==> src/sv/isz_pkg.sv <==
`default_nettype none
// ---------------------------------------------------------------------------
// isz_pkg
// Shared types, sizes and helpers for the zero-fill image shifter.
// ---------------------------------------------------------------------------
package isz_pkg;

    localparam int MAX_COLS      = 256;
    localparam int MAX_ROWS      = 256;
    localparam int PIXEL_BITS    = 32;

    localparam int COL_BITS      = (MAX_COLS > 1) ? $clog2(MAX_COLS) : 1;
    localparam int ROW_BITS      = (MAX_ROWS > 1) ? $clog2(MAX_ROWS) : 1;
    localparam int ADDR_BITS     = COL_BITS + ROW_BITS;
    localparam int STORE_DEPTH   = MAX_COLS * MAX_ROWS;

    localparam int DIM_BITS      = 9;
    localparam int SHIFT_BITS    = 10;
    localparam int SPOS_BITS     = SHIFT_BITS + 1;
    localparam int CFG_IDX_BITS  = 2;
    localparam int CFG_DATA_BITS = 10;

    typedef enum logic [CFG_IDX_BITS-1:0] {
        REG_FRAME_WIDTH  = 2'd0,
        REG_FRAME_HEIGHT = 2'd1,
        REG_X_SHIFT      = 2'd2,
        REG_Y_SHIFT      = 2'd3
    } t_cfg_reg;

    typedef struct packed {
        logic                  mode;
        logic [PIXEL_BITS-1:0] pixel_in;
    } t_cmd;

    typedef struct packed {
        logic [PIXEL_BITS-1:0] pixel_out;
        logic                  frame_end;
    } t_result;

    // Store access and side info for one accepted beat
    typedef struct packed {
        logic                  wr_en;
        logic [ADDR_BITS-1:0]  wr_addr;
        logic                  rd_en;
        logic [ADDR_BITS-1:0]  rd_addr;
        logic                  hit;
        logic                  last;
    } t_mem_req;

    localparam logic MODE_LOAD = 1'b0;
    localparam logic MODE_EMIT = 1'b1;

    // Clamp a size register to 1..max
    function automatic logic [DIM_BITS-1:0] clamp_dim(input logic [DIM_BITS-1:0] v,
                                                     input int max_v);
        logic [DIM_BITS-1:0] r;
        r = v;
        if (v == '0) begin
            r = DIM_BITS'(1);
        end else if (32'(v) > max_v) begin
            r = DIM_BITS'(max_v);
        end
        return r;
    endfunction

endpackage : isz_pkg
`default_nettype wire

==> src/sv/isz_seq.sv <==
`default_nettype none
// ---------------------------------------------------------------------------
// isz_seq
// Config registers, load/emit raster counters and store address generation.
// ---------------------------------------------------------------------------
module isz_seq (
    input  wire logic                               i_clk,
    input  wire logic                               i_rst_n,
    input  wire logic                               i_accept,
    input  wire logic                               i_mode,
    input  wire logic                               i_cfg_we,
    input  wire logic [isz_pkg::CFG_IDX_BITS-1:0]   i_cfg_idx,
    input  wire logic [isz_pkg::CFG_DATA_BITS-1:0]  i_cfg_data,
    output isz_pkg::t_mem_req                       o_req
);
    import isz_pkg::*;

    logic [DIM_BITS-1:0]   r_width, r_height;
    logic [SHIFT_BITS-1:0] r_xs, r_ys;
    logic [COL_BITS-1:0]   r_load_col, r_emit_col, n_load_col, n_emit_col;
    logic [ROW_BITS-1:0]   r_load_row, r_emit_row, n_load_row, n_emit_row;

    logic [DIM_BITS-1:0]   w_eff, h_eff;
    logic signed [SPOS_BITS-1:0] sx, sy;
    logic                  in_frame, src_ok;

    always_ff @(posedge i_clk) begin
        if (!i_rst_n) begin
            r_width  <= DIM_BITS'(MAX_COLS);
            r_height <= DIM_BITS'(MAX_ROWS);
            r_xs     <= '0;
            r_ys     <= '0;
        end else if (i_cfg_we) begin
            unique case (t_cfg_reg'(i_cfg_idx))
                REG_FRAME_WIDTH:  r_width  <= i_cfg_data[DIM_BITS-1:0];
                REG_FRAME_HEIGHT: r_height <= i_cfg_data[DIM_BITS-1:0];
                REG_X_SHIFT:      r_xs     <= i_cfg_data[SHIFT_BITS-1:0];
                REG_Y_SHIFT:      r_ys     <= i_cfg_data[SHIFT_BITS-1:0];
                default:          ;
            endcase
        end
    end

    always_ff @(posedge i_clk) begin
        if (!i_rst_n) begin
            r_load_col <= '0;
            r_load_row <= '0;
            r_emit_col <= '0;
            r_emit_row <= '0;
        end else begin
            r_load_col <= n_load_col;
            r_load_row <= n_load_row;
            r_emit_col <= n_emit_col;
            r_emit_row <= n_emit_row;
        end
    end

    always_comb begin
        w_eff = clamp_dim(r_width, MAX_COLS);
        h_eff = clamp_dim(r_height, MAX_ROWS);

        // source position = output position minus shift
        sx = $signed(SPOS_BITS'(r_emit_col)) - $signed({r_xs[SHIFT_BITS-1], r_xs});
        sy = $signed(SPOS_BITS'(r_emit_row)) - $signed({r_ys[SHIFT_BITS-1], r_ys});

        in_frame = (DIM_BITS'(r_emit_col) < w_eff) && (DIM_BITS'(r_emit_row) < h_eff);
        src_ok   = !sx[SPOS_BITS-1] && !sy[SPOS_BITS-1]
                && (sx < $signed(SPOS_BITS'(w_eff)))
                && (sy < $signed(SPOS_BITS'(h_eff)));

        n_load_col = r_load_col;
        n_load_row = r_load_row;
        n_emit_col = r_emit_col;
        n_emit_row = r_emit_row;

        if (i_accept && i_mode == MODE_LOAD) begin
            if (DIM_BITS'(r_load_col) + DIM_BITS'(1) >= w_eff) begin
                n_load_col = '0;
                if (DIM_BITS'(r_load_row) + DIM_BITS'(1) >= h_eff) begin
                    n_load_row = '0;
                end else begin
                    n_load_row = r_load_row + ROW_BITS'(1);
                end
            end else begin
                n_load_col = r_load_col + COL_BITS'(1);
            end
        end

        if (i_accept && i_mode == MODE_EMIT) begin
            if (DIM_BITS'(r_emit_col) + DIM_BITS'(1) >= w_eff) begin
                n_emit_col = '0;
                if (DIM_BITS'(r_emit_row) + DIM_BITS'(1) >= h_eff) begin
                    n_emit_row = '0;
                end else begin
                    n_emit_row = r_emit_row + ROW_BITS'(1);
                end
            end else begin
                n_emit_col = r_emit_col + COL_BITS'(1);
            end
        end

        o_req.wr_en   = i_accept && (i_mode == MODE_LOAD);
        o_req.wr_addr = {r_load_row, r_load_col};
        o_req.rd_en   = i_accept && (i_mode == MODE_EMIT);
        o_req.rd_addr = {sy[ROW_BITS-1:0], sx[COL_BITS-1:0]};
        o_req.hit     = in_frame && src_ok;
        o_req.last    = in_frame
                     && (DIM_BITS'(r_emit_col) == w_eff - DIM_BITS'(1))
                     && (DIM_BITS'(r_emit_row) == h_eff - DIM_BITS'(1));
    end

    a_last_wraps: assert property (@(posedge i_clk) disable iff (!i_rst_n)
        (o_req.rd_en && o_req.last) |=> (r_emit_col == '0 && r_emit_row == '0))
        else $error("emit position did not wrap after last pixel");

    a_load_keeps_emit: assert property (@(posedge i_clk) disable iff (!i_rst_n)
        o_req.wr_en |=> ($stable(r_emit_col) && $stable(r_emit_row)))
        else $error("load beat moved the emit position");

endmodule : isz_seq
`default_nettype wire

==> config.mk <==
export PLATFORM = sky130hd
export DESIGN_NAME = isz_seq
export DESIGN_NICKNAME = d
export VERILOG_FILES = /design/src/sv/isz_pkg.sv /design/src/sv/isz_seq.sv
export SDC_FILE = /design/constraint.sdc
export NUM_CORES = 1
export LEC_CHECK = 0
export ABC_CLOCK_PERIOD_IN_PS = 3700
export BUFFER_PORTS_ARGS = -buffer_cell sky130_fd_sc_hd__buf_2
export CAP_MARGIN = 30
export CORE_MARGIN = 2
export CORE_UTILIZATION = 25
export CTS_BUF_LIST = sky130_fd_sc_hd__clkbuf_16
export CTS_CLUSTER_SIZE = 24
export DETAILED_ROUTE_END_ITERATION = 7
export PLACE_DENSITY = 0.42
export SLEW_MARGIN = 0
export SYNTH_ARGS = -nofsm -noshare
export SYNTH_HDL_FRONTEND = slang
export SYNTH_SLANG_ARGS = --single-unit
export TNS_END_PERCENT = 50
==> constraint.sdc <==
create_clock -name i_clk -period 3.7 [get_ports i_clk]
set_input_delay 0.37 -clock i_clk [delete_from_list [all_inputs] [get_ports i_clk]]
set_output_delay 0.37 -clock i_clk [all_outputs]
set_load 0.01 [all_outputs]
==> metrics.cfg <==
[outcome]
status = complete, but fails checks
violations = negative setup slack

[routing]
first_pass_iters = 5
vias = 5597
vias_per_cell = 4.70
drc = 0
met1Wirelength_mm = 9.66
route.met2.wl_mm = 8.39
wl_mm = 19.0
drtIter0Drc = 338
top_layer = met4
ant_nets = 0
met3_length_um = 795
wl_per_cell_um = 16.0

[grt]
first_global_vias = 5527
overflow = 0
antenna_found_initial = 0
grt_max_degree = 38
grt_use_total = 0.160
grt_pass1_wl_mm = 30.4

[critical_path]
crit_chain = inv_1 > buf_4 > fa_2 > buf_4 > buf_4 > nand2_1 > nand2_1 > a21oi_1 > xnor2_1 > ha_1 > and3_4 > a221o_1 > a31oi_1 > o211ai_1 > or4_4 > a211oi_2 > buf_2
crit_slowest_cell = or4_4
timing.rr.end = r_emit_row[0]
worstSetupPathType = register to output pin
worstSetupEndpointType = output pin
rr_startpoint = r_emit_col[1]
arrival_ns = 3.79
reg2reg_slack_ns = 0.51
path_max_fanout = 2
cp-start-kind = register
required_ns = 3.33
critPathBufInv = 5
cpPeakStageDelay_ns = 0.43
cp_top_family = compound AO/OA/AOI/OAI gates
reg2reg_depth = 12
critPathMostFrequentCell = buf_4

[placed_design]
gp_congestion = 0.818
port_buffers = 52
hpwl_mm = 15.2
dpl_worst_slack_ns = -0.313

[floorplan]
start_util = 0.253
rows = 56
fp.dieW_um = 158
dieArea_um2 = 24800
io_pins = 53
core-area_um2 = 23300
die_h_um = 158

[final_layout]
drive_gt1_frac = 0.206
n_antenna_cell = 0
fin_util = 0.320
mostFrequentLayoutCell = nand2_1
fin_nets = 975
final_cell_mix = 108 x nand2_1, 87 x ha_1, 80 x buf_4
fillers = 2549
area_delta_synth_final_pct = 26.5

[run]
cap_violations = 0

[min_path]
min_to = r_xs[9]
hold_path.class = input pin to register
hp-start = i_cfg_data[9]
holdPathStages = 3

[logic_synthesis]
synthXorXnorAreaFrac = 0.0668
synth-seq-cells = 70
syn_inst = 745
ys_top_cells_by_area = dfxtp_1 24%, ha_1 19%, nand2_1 6.9%
synth-main-ff-cell = dfxtp_1
synth_simple_gate_area_frac = 0.217
synth_mux_area_frac = 0.0358
ys_types = 67
synth.cell_area_um2 = 5900
synth_top_family_by_area = simple AND/OR/NAND/NOR gates
synth_top_area_cell = dfxtp_1
synth_compound_area_frac = 0.202
synthArstFlopShare = 0
synth_seq_area_share = 0.238
synth.net_count = 853
syn_area_per_cell_um2 = 7.92
synth_edf_count = 0
synth_top_area_share = 0.238
yosys_warnings = 0
synth-adder-area-share = 0.196

[timing]
max_freq_mhz = 240
setup_viol = 1
worst_pin_slew_ns = 0.969
max_slew_margin = 0.351
finalClockSkew_ns = 0.00659
slew_violations = 0
period_needed_ns = 4.16
setup_slack_ns = -0.462
timing_hold_violations_final = 0
rsz0062_at_grt = true
fin_crit_sh = 1.12

[clock_network]
holdBufCountCts = 0
clkSinkCount = 70
clkLatencyLatePin_ns = 0.35
clk_path_buf_depth = 2
tritoncts = built
h-tree-depth = 3
clk_pin_slew_worst_paths_ns = 0.06
cts_made_buffers = 9
cts-root-buf = clkbuf_16

[pwr]
leakage_uw = 0.00349
power_report.internal_total_uw = 1600
power_frac_clock = 0.424
power_density_nw_per_um2 = 302
p_comb_frac = 0.225
peakVddDrop_mv = 0.173
power_switching_uw = 654
pwr-share-seq = 0.351
sw_frac_of_total = 0.290

synthesized netlist by cell type, drive strengths merged, types with 4 or more instances:
cell	n
o2111ai	4
buf	7
clkbuf	14
nand4	5
dfxtp	70
a211oi	8
xnor2	24
inv	40
a22o	5
o211ai	6
o21a	9
nand3b	5
and3	17
o21ai	37
ha	89
a2111oi	4
or2	6
nand2	108
nand3	23
nor4	9
or3	6
nor2b	6
mux2i	20
or4	4
a21oi	63
nor2	58
xor2	21
a21o	12
nand2b	9
nor3	9
per-stage QoR:
stage	cells	hold slack (ns)	TNS, ns	power [uW]	instance area [um2]
after global routing	1191	0.282	-0.655	2370	7460
after detailed placement	1172	0.448	-0.313	1300	7070
after floorplan	745	0.432	0	1090	5930
final	1191	0.272	-0.462	2260	7460
after global placement	1172	0.444	-0.287	1300	7070
after CTS	1191	0.259	-0.525	2290	7430
area by class of cell:
cell class | count | area (um2) | area share
flip-flops and latches | 70 | 1410 | 0.189
inverters | 43 | 161 | 0.0216
clock inverters | 7 | 88.8 | 0.0119
multi-input cells | 611 | 4320 | 0.579
repair buffers | 132 | 861 | 0.115
clock buffers | 9 | 225 | 0.0302
well taps | 319 | 399 | 0.0535
kinds of logic after synthesis:
kind of cell,count (synthesis)
muxes,21
AOI/OAI and AO/OA,182
xor gates and xnor gates,45
and+or+nand+nor,272
buffers and inverters,64
DFF,70
adders and majority gates,91
per-layer routing:
layer / track usage / up-vias
li1: - / 2922
met1: 0.227 / 2569
met2: 0.253 / 96
met3: 0.0271 / 10
met4: 0.0351 / 0
met5: 0 / -
worst reg2reg max path, cell delays in order, from the launching register on:
cell	delay (ns)
dfxtp_1	0.31
buf_4	0.16
ha_1	0.23
and3_1	0.25
and3_1	0.24
xnor2_1	0.15
ha_1	0.30
nand3_1	0.10
a211oi_1	0.28
o22a_1	0.32
nand2_1	0.11
or4_1	0.48
a21oi_1	0.17
flip-flops by register name, summed over array words and instances, names as in the netlist:
signal,count
r_xs,10
r_emit_col,8
r_emit_row,8
r_width,9
r_load_col,8
r_height,9
r_load_row,8
r_ys,10
repair_timing:
action,4_1_cts,5_1_grt
buffers inserted,3,0
setup endpoints to repair,1,2
resized for setup,11,8
pin swaps,14,5
power by group through the flow:
stage               logic [uW]  clock network [uW]  registers, uW
floorplan                  292                   0            802
global placement           496                   0            805
detailed placement         495                   0            806
CTS                        513                 985            789
global route               567                1010            793
finish                     507                 957            791
how the worst max path moves through the flow:
stage | from | to | cells past startpoint
6_report | r_ys[1] | o_req[1] | 17
5_1_grt | r_emit_row[0] | o_req[1] | 16
4_1_cts | r_emit_row[0] | o_req[1] | 16
3_5_place_dp | r_emit_row[0] | o_req[1] | 17
3_3_place_gp | r_emit_row[0] | o_req[1] | 17
2_1_floorplan | r_emit_row[0] | o_req[1] | 15
No activity file was read; power rests on OpenSTA's default activity.
